--- src/rtl/core/stt_pkg.sv ---
// Package for the software timer table: request codes, result kinds, sizes.
package stt_pkg;
	localparam int unsigned SLOTS_DEF = 16;
	localparam int unsigned IDX_W = 5;
	localparam logic [15:0] RSV_EVT_RESET = 16'hFFFF;

	typedef enum logic [3:0] {
		REQ_TICK = 4'd0, REQ_NEW_PER = 4'd1, REQ_NEW_ONE = 4'd2, REQ_UPD_PER = 4'd3,
		REQ_UPD_ONE = 4'd4, REQ_RES_PER = 4'd5, REQ_FREE = 4'd6, REQ_FREE_OWN = 4'd7,
		REQ_PAUSE = 4'd8, REQ_RESUME = 4'd9, REQ_READ = 4'd10, REQ_UPDATE = 4'd11
	} req_t;

	typedef enum logic [1:0] {
		KIND_EVENT = 2'd0, KIND_CALLBACK = 2'd1, KIND_TICK_DONE = 2'd2, KIND_REQ_DONE = 2'd3
	} kind_t;
endpackage

--- src/rtl/core/software_timer_table_core.sv ---
// Top level of the software timer table: slot store, sweep sequencer, APB register.
//
// Usage:
//  Slave stream s_axis_* carries one request: req_type on tuser, owner_id,
//  event_code and timeout_ticks on tdata. Master stream m_axis_* returns results:
//  result_kind on tuser, out_owner, out_event, slot_index, remaining on tdata,
//  last_result on tlast. APB register 0 (address 0) holds the reserved event code.
//
// Timing:
//  One request at a time. A tick sweeps all slots through a single
//  compare/decrement unit, one slot per cycle unless an expiry waits on the
//  master side, emitting an expiry per firing slot and then a tick-done result.
//  New requests do only a free-slot sweep; other requests do one lookup sweep
//  and, for the or-new forms on a miss, a free-slot sweep, then one write and
//  one result. Every sweep steps through the slots on the shared pointer.
//
// Reset clears valid/enable bits and the sequencer; slot payload memories
// are not reset. When the master side stalls, the sweep holds until the waiting
// result is taken, then moves past the firing slot; s_axis_tready is low throughout.
module software_timer_table_core
	import stt_pkg::*;
#(
	parameter int unsigned SLOTS = SLOTS_DEF
) (
	input  logic        clk,
	input  logic        arst_n,
	input  logic        s_axis_tvalid,
	output logic        s_axis_tready,
	// tuser: req_type[3:0]
	input  logic [3:0]  s_axis_tuser,
	// tdata: owner_id[7:0], event_code[23:8], timeout_ticks[55:24]
	input  logic [55:0] s_axis_tdata,
	output logic        m_axis_tvalid,
	input  logic        m_axis_tready,
	// tuser: result_kind[1:0]
	output logic [1:0]  m_axis_tuser,
	// tdata: out_owner[7:0], out_event[23:8], slot_index[28:24], remaining[60:29],
	// zeros
	output logic [63:0] m_axis_tdata,
	output logic        m_axis_tlast,
	input  logic        psel,
	input  logic        penable,
	input  logic        pwrite,
	input  logic [1:0]  paddr,
	input  logic [31:0] pwdata,
	output logic [31:0] prdata,
	output logic        pready
);
	localparam int unsigned SW = $clog2(SLOTS + 1);
	localparam int unsigned AW = (SLOTS > 1) ? $clog2(SLOTS) : 1;
	localparam logic [SW-1:0] NONE = SW'(SLOTS);

	typedef enum logic [2:0] {S_IDLE, S_LOOK, S_FREE, S_WRITE, S_TICK, S_OUT} state_t;

	state_t state_q;
	logic [15:0] rsv_q;
	logic [SLOTS-1:0] valid_q, en_q;
	logic [31:0] reload_mem [SLOTS];
	logic [31:0] count_mem  [SLOTS];
	logic [15:0] event_mem  [SLOTS];
	logic [7:0]  owner_mem  [SLOTS];

	logic [3:0]  req_q;
	logic [7:0]  own_q;
	logic [15:0] ev_q;
	logic [31:0] tmo_q;
	logic [SW-1:0] ptr_q, hit_q;
	logic tick_done_q, look_done_q;
	logic [1:0]  o_kind_q;
	logic [7:0]  o_own_q;
	logic [15:0] o_ev_q;
	logic [SW-1:0] o_idx_q;
	logic [31:0] o_rem_q;
	logic o_last_q;

	logic [AW-1:0] pa;
	logic [31:0] rd_count, rd_reload, loadv;
	logic [15:0] rd_ev;
	logic [7:0] rd_own;
	logic match, own_match, periodic, load_slot;

	assign pa = ptr_q[AW-1:0];
	assign rd_count = count_mem[pa];
	assign rd_reload = reload_mem[pa];
	assign rd_ev = event_mem[pa];
	assign rd_own = owner_mem[pa];
	assign own_match = valid_q[pa] && rd_own == own_q;
	assign match = own_match && rd_ev == ev_q;
	assign loadv = (tmo_q != 32'd0) ? tmo_q - 32'd1 : 32'd0;
	assign periodic = req_q != REQ_NEW_ONE && req_q != REQ_UPD_ONE;
	// payload is loaded by allocations and updates; resume-or-new only when it allocated
	assign load_slot = req_q == REQ_NEW_PER || req_q == REQ_NEW_ONE ||
		req_q == REQ_UPD_PER || req_q == REQ_UPD_ONE || req_q == REQ_UPDATE ||
		(req_q == REQ_RES_PER && !look_done_q);

	assign pready = 1'b1;
	assign prdata = (paddr == 2'd0) ? {16'd0, rsv_q} : 32'd0;
	assign s_axis_tready = state_q == S_IDLE;
	assign m_axis_tvalid = state_q == S_OUT;
	assign m_axis_tlast = o_last_q;
	assign m_axis_tuser = o_kind_q;
	assign m_axis_tdata = {3'b000, o_rem_q, IDX_W'(o_idx_q), o_ev_q, o_own_q};

	always_ff @(posedge clk or negedge arst_n) begin
		if (!arst_n) begin
			rsv_q <= RSV_EVT_RESET;
		end else if (psel && penable && pwrite && paddr == 2'd0) begin
			rsv_q <= pwdata[15:0];
		end
	end

	// slot payload memories: count written at the sweep pointer on a tick, all at the hit slot on a load
	always_ff @(posedge clk) begin
		if (state_q == S_TICK && !tick_done_q && valid_q[pa] && en_q[pa]) begin
			count_mem[pa] <= (rd_count == 32'd0) ? rd_reload : rd_count - 32'd1;
		end else if (state_q == S_WRITE && hit_q != NONE && load_slot) begin
			count_mem[hit_q[AW-1:0]] <= loadv;
			reload_mem[hit_q[AW-1:0]] <= periodic || look_done_q ? loadv : 32'd0;
			owner_mem[hit_q[AW-1:0]] <= own_q;
			event_mem[hit_q[AW-1:0]] <= ev_q;
		end
	end

	always_ff @(posedge clk or negedge arst_n) begin
		if (!arst_n) begin
			state_q <= S_IDLE;
			valid_q <= '0;
			en_q <= '0;
			ptr_q <= '0;
			hit_q <= '0;
			tick_done_q <= 1'b0;
			look_done_q <= 1'b0;
			o_last_q <= 1'b0;
		end else begin
			unique case (state_q)
				S_IDLE: begin
					if (s_axis_tvalid) begin
						req_q <= s_axis_tuser;
						own_q <= s_axis_tdata[7:0];
						ev_q <= s_axis_tdata[23:8];
						tmo_q <= s_axis_tdata[55:24];
						ptr_q <= '0;
						hit_q <= NONE;
						look_done_q <= 1'b0;
						tick_done_q <= 1'b0;
						priority if (s_axis_tuser == REQ_TICK) state_q <= S_TICK;
						else if (s_axis_tuser == REQ_NEW_PER ||
							s_axis_tuser == REQ_NEW_ONE) state_q <= S_FREE;
						else if (s_axis_tuser > REQ_UPDATE) state_q <= S_WRITE;
						else state_q <= S_LOOK;
					end
				end
				S_LOOK: begin
					// lowest match; free-owner frees as it goes
					if (req_q == REQ_FREE_OWN) begin
						if (own_match) begin
							valid_q[pa] <= 1'b0;
							en_q[pa] <= 1'b0;
							if (hit_q == NONE) hit_q <= ptr_q;
						end
					end else if (match && hit_q == NONE) begin
						hit_q <= ptr_q;
					end
					if (ptr_q == NONE - SW'(1)) begin
						ptr_q <= '0;
						look_done_q <= 1'b1;
						if (req_q == REQ_FREE_OWN) state_q <= S_WRITE;
						else if (!(match && hit_q == NONE) && hit_q == NONE &&
							(req_q == REQ_UPD_PER || req_q == REQ_UPD_ONE ||
							 req_q == REQ_RES_PER)) state_q <= S_FREE;
						else state_q <= S_WRITE;
					end else begin
						ptr_q <= ptr_q + SW'(1);
					end
				end
				S_FREE: begin
					look_done_q <= 1'b0;
					if (!valid_q[pa]) begin
						hit_q <= ptr_q;
						state_q <= S_WRITE;
					end else if (ptr_q == NONE - SW'(1)) begin
						hit_q <= NONE;
						state_q <= S_WRITE;
					end else begin
						ptr_q <= ptr_q + SW'(1);
					end
				end
				S_WRITE: begin
					// look_done_q high: hit came from lookup
					if (hit_q != NONE) begin
						unique case (req_q)
							REQ_NEW_PER, REQ_NEW_ONE, REQ_UPD_PER, REQ_UPD_ONE,
							REQ_UPDATE: begin
								valid_q[hit_q[AW-1:0]] <= 1'b1;
								en_q[hit_q[AW-1:0]] <= 1'b1;
							end
							REQ_RES_PER, REQ_RESUME: begin
								valid_q[hit_q[AW-1:0]] <= 1'b1;
								en_q[hit_q[AW-1:0]] <= 1'b1;
							end
							REQ_FREE: begin
								valid_q[hit_q[AW-1:0]] <= 1'b0;
								en_q[hit_q[AW-1:0]] <= 1'b0;
							end
							REQ_PAUSE: en_q[hit_q[AW-1:0]] <= 1'b0;
							default: ;
						endcase
					end
					o_kind_q <= KIND_REQ_DONE;
					o_own_q <= '0;
					o_ev_q <= '0;
					o_idx_q <= (req_q > REQ_UPDATE) ? NONE : hit_q;
					o_rem_q <= (req_q == REQ_READ && hit_q != NONE) ?
						count_mem[hit_q[AW-1:0]] : 32'd0;
					o_last_q <= 1'b1;
					state_q <= S_OUT;
				end
				S_TICK: begin
					if (tick_done_q) begin
						o_kind_q <= KIND_TICK_DONE;
						o_own_q <= '0;
						o_ev_q <= '0;
						o_idx_q <= NONE;
						o_rem_q <= '0;
						o_last_q <= 1'b1;
						state_q <= S_OUT;
					end else begin
						if (valid_q[pa] && en_q[pa] && rd_count == 32'd0) begin
							o_kind_q <= (rd_ev == rsv_q) ? KIND_CALLBACK : KIND_EVENT;
							o_own_q <= rd_own;
							o_ev_q <= rd_ev;
							o_idx_q <= ptr_q;
							o_rem_q <= '0;
							o_last_q <= 1'b0;
							state_q <= S_OUT;
							if (rd_reload == 32'd0) begin
								valid_q[pa] <= 1'b0;
								en_q[pa] <= 1'b0;
							end
						end
						if (ptr_q == NONE - SW'(1)) tick_done_q <= 1'b1;
						else ptr_q <= ptr_q + SW'(1);
					end
				end
				S_OUT: begin
					if (m_axis_tready) begin
						if (o_last_q) state_q <= S_IDLE;
						else state_q <= S_TICK;
					end
				end
				default: state_q <= S_IDLE;
			endcase
		end
	end
endmodule

--- config.mk ---
export PLATFORM = sky130hd
export DESIGN_NAME = software_timer_table_core
export DESIGN_NICKNAME = d
export VERILOG_FILES = /design/src/rtl/core/stt_pkg.sv /design/src/rtl/core/software_timer_table_core.sv
export SDC_FILE = /design/constraint.sdc
export NUM_CORES = 2
export LEC_CHECK = 0
export BUFFER_PORTS_ARGS = -buffer_cell sky130_fd_sc_hd__buf_2
export CAP_MARGIN = 20
export CORE_MARGIN = 10
export CORE_UTILIZATION = 40
export CTS_BUF_LIST = sky130_fd_sc_hd__clkbuf_8
export DETAILED_ROUTE_END_ITERATION = 16
export MAX_ROUTING_LAYER = met4
export PLACE_DENSITY = 0.58
export SLEW_MARGIN = 5
export SYNTH_ARGS = -nofsm -noshare
export SYNTH_HDL_FRONTEND = slang
export SYNTH_SLANG_ARGS = --single-unit
--- constraint.sdc ---
create_clock -name clk -period 16 [get_ports clk]
set_input_delay 1.6 -clock clk [delete_from_list [all_inputs] [get_ports clk]]
set_output_delay 1.6 -clock clk [all_outputs]
set_load 0.01 [all_outputs]
==> reports/qor.yml <==
grt_pass1_wl_mm: 265
post_cts_resized: 0
power_w: 0.0120
die_w_um: 432
irDropWorstVdd_v: 0.0000944
cts.path.max_buffers: 4
period_share_pct: 43.5
ant_nets: 0
synth_cell_types: 76
area.growth.synth_to_final_pct: 12.9
cts_tree: "built"
worst_pin_slew_ns: 1.17
synthMuxAreaShare_pct: 18.9
antenna_found_initial: 6
first_iter_violations: 3475
worstPathArrival_ns: 7.56
routabilityCongestion: 0.807
min_path_type: "reg -> reg"
drt_first_pass_iters: 5
die_height_um: 432
syn_area_um2: 68000
period_needed_ns: 6.96
fin_nets: 3970
synth_ff_type: "edfxtp_1"
clk_latency_ns: 1.02
rsz0062_at_grt: "false"
io_buffer_count: 166
synth_edf_count: 1531
dp_hpwl_mm: 101
clk_pin_slew_ns: 0.06
syn_inst: 3503
h-tree-depth: 5
place_area_um2: 71700
power_frac_comb_pct: 28.0
cts-buffers-inserted: 288
num_vias: 36250
overflow: 0
power_switching_w: 0.00382
coreArea_um2: 169000
die_area_um2: 187000
layout_commonest_cell: "edfxtp_1"
synth_seq_area_share_pct: 70.0
drive_above_1_share_pct: 31.5
synth_fa_ha_area_share_pct: 0.184
post-cts-setup-buffer-count: 0
tns_ns: 0
power.density_nw_per_um2: 156
clockPowerShare_pct: 28.2
ys_warn_count: 0
drc: 0
wl_per_cell_um: 29.2
relSlewSlack_pct: 21.3
syn_avg_cell_area_um2: 19.4
initial_core_util_pct: 40.2
ys_seq_elements: 1595
cp_data_required_time_ns: 16.60
hold_violations: 0
start_kind: "flip-flop"
cts-root-buf: "clkbuf_8"
final_cell_mix: "1531 x edfxtp_1, 534 x mux4_2, 300 x clkbuf_8"
routed_via_density: 5.78
synth-compound-area-share_pct: 3.28
row_count: 151
grt_max_degree: 116
p_sw_share_pct: 31.9
crit_path_end_kind: "flip-flop"
status: "finished, final reports clean"
p_leak_nw: 24.4
grtUsageTotal_pct: 20.0
grt_pass1_vias: 37985
synthXorXnorAreaFrac_pct: 1.53
p_seq_share_pct: 43.8
async_flop_share_pct: 4.01
synth-simple-area-share_pct: 4.31
cap_violations: 0
final_cell_area_um2: 76800
wl_mm: 183
cts_sinks: 1595
hold_slack_ns: 0.473
drv_slew: 0
crit_type: "reg -> reg"
path_max_fanout: 36
final.setup_skew_ns: 0.0745
internal_power_w: 0.00816
hold_buffers: 0
setup_violations: 0
fmax_mhz: 144
ios: 203
synth_top_family_by_area: "multiplexers"
postLayoutCoreUtil_pct: 45.4
[worst max-delay path: stages (launching register included)]
cell and delay (ns):
dfrtp_4 0.89, buf_4 0.71, buf_4 0.74, mux4_2 0.59, a22oi_1 0.25, nand2_1 0.28, nor4_1 0.62, nand3b_1 0.28
or4_4 0.67, o21ai_0 0.24, and3_4 0.54, buf_4 0.54
[layer usage]
| layer | routed length [um] | vias up | global-route usage (%) |
|---|---|---|---|
| met2 | 91600 | 1447 | 32.3 |
| met3 | 12900 | 334 | 3.76 |
| li1 | - | 15235 | - |
| met4 | 5250 | 0 | 6.79 |
| met5 | 0 | - | - |
| met1 | 73000 | 19234 | 25.4 |
[final cells by class]
cell class,instances,area (um2)
Inverter,21,78.8
Sequential cell,1595,47600
Multi-Input combinational cell,1672,19600
Antenna cell,3,7.51
Clock buffer,298,4100
Tap cell,2218,2780
Clock inverter,182,802
Fill cell,14423,92300
Timing Repair Buffer,281,1800
[flip-flops by register name (all words and copies together) (netlist names), 8 cells and up, named ones only]
| register | cells |
|---|---|
| count_mem | 512 |
| reload_mem | 512 |
| event_mem | 256 |
| owner_mem | 128 |
| o_rem_q | 32 |
| tmo_q | 32 |
| ev_q | 16 |
| o_ev_q | 16 |
| rsv_q | 16 |
| o_own_q | 8 |
| own_q | 8 |
[Yosys cell counts, drive strengths merged, types with 9 or more instances]
cell	number	area, um2
edfxtp	1531	46000
mux4	534	12000
nor2	168	631
nand2	139	524
buf	127	712
clkbuf	106	398
a22oi	101	758
xnor2	78	683
o21ai	64	320
nor2b	51	319
mux2i	49	490
dfrtp	48	1200
nand4	48	300
a21oi	44	220
nand3	42	210
xor2	41	359
a21o	34	255
mux2	30	338
nor4	30	228
and2	24	150
nor3	24	131
inv	20	75.1
dfstp	16	420
nand2b	13	81.3
a22o	12	105
o22ai	12	75.1
and3	11	68.8
or3	11	68.8
ha	10	125
o211ai	9	103
[stage by stage]
step                cells  setup slack (ns)
finish               6270              9.04
global route         6269              8.52
CTS                  6258              8.90
detailed placement   5778              9.01
global placement     5773              9.05
floorplan            3521             10.62
[final timing paths]
kind                            from          end  slack, ns  cells past startpoint
max                         ptr_q[0]  o_rem_q[22]       9.04                     11
min                        flip-flop    flip-flop       0.47                      1
max reg2reg                 ptr_q[0]  o_rem_q[22]       9.04                     11
min reg2reg                flip-flop    flip-flop       0.47                      1
max in group asynchronous     arst_n     hit_q[1]      14.43                      2
min in group asynchronous     arst_n   state_q[2]       0.85                      2
[cells by family (layout without fill, tap and decap cells)]
group / count (synthesis) / after routing
AOI/OAI and AO/OA: 322 / 322
xor gates and xnor gates: 119 / 119
adders and majority gates: 10 / 10
buffers and inverters: 254 / 782
DFF: 1595 / 1595
muxes: 613 / 613
other: 2 / 23
and+or+nand+nor: 588 / 588
[power groups by stage]
| stage | combinational, W | sequential (W) | clock, W |
|---|---|---|---|
| 6_report | 0.00335 | 0.00525 | 0.00338 |
| 5_1_grt | 0.00360 | 0.00527 | 0.00366 |
| 4_1_cts | 0.00333 | 0.00526 | 0.00346 |
| 3_5_place_dp | 0.00332 | 0.00534 | 0 |
| 3_3_place_gp | 0.00328 | 0.00534 | 0 |
| 2_1_floorplan | 0.00228 | 0.00523 | 0 |
No activity file was read; power rests on OpenSTA's default activity.
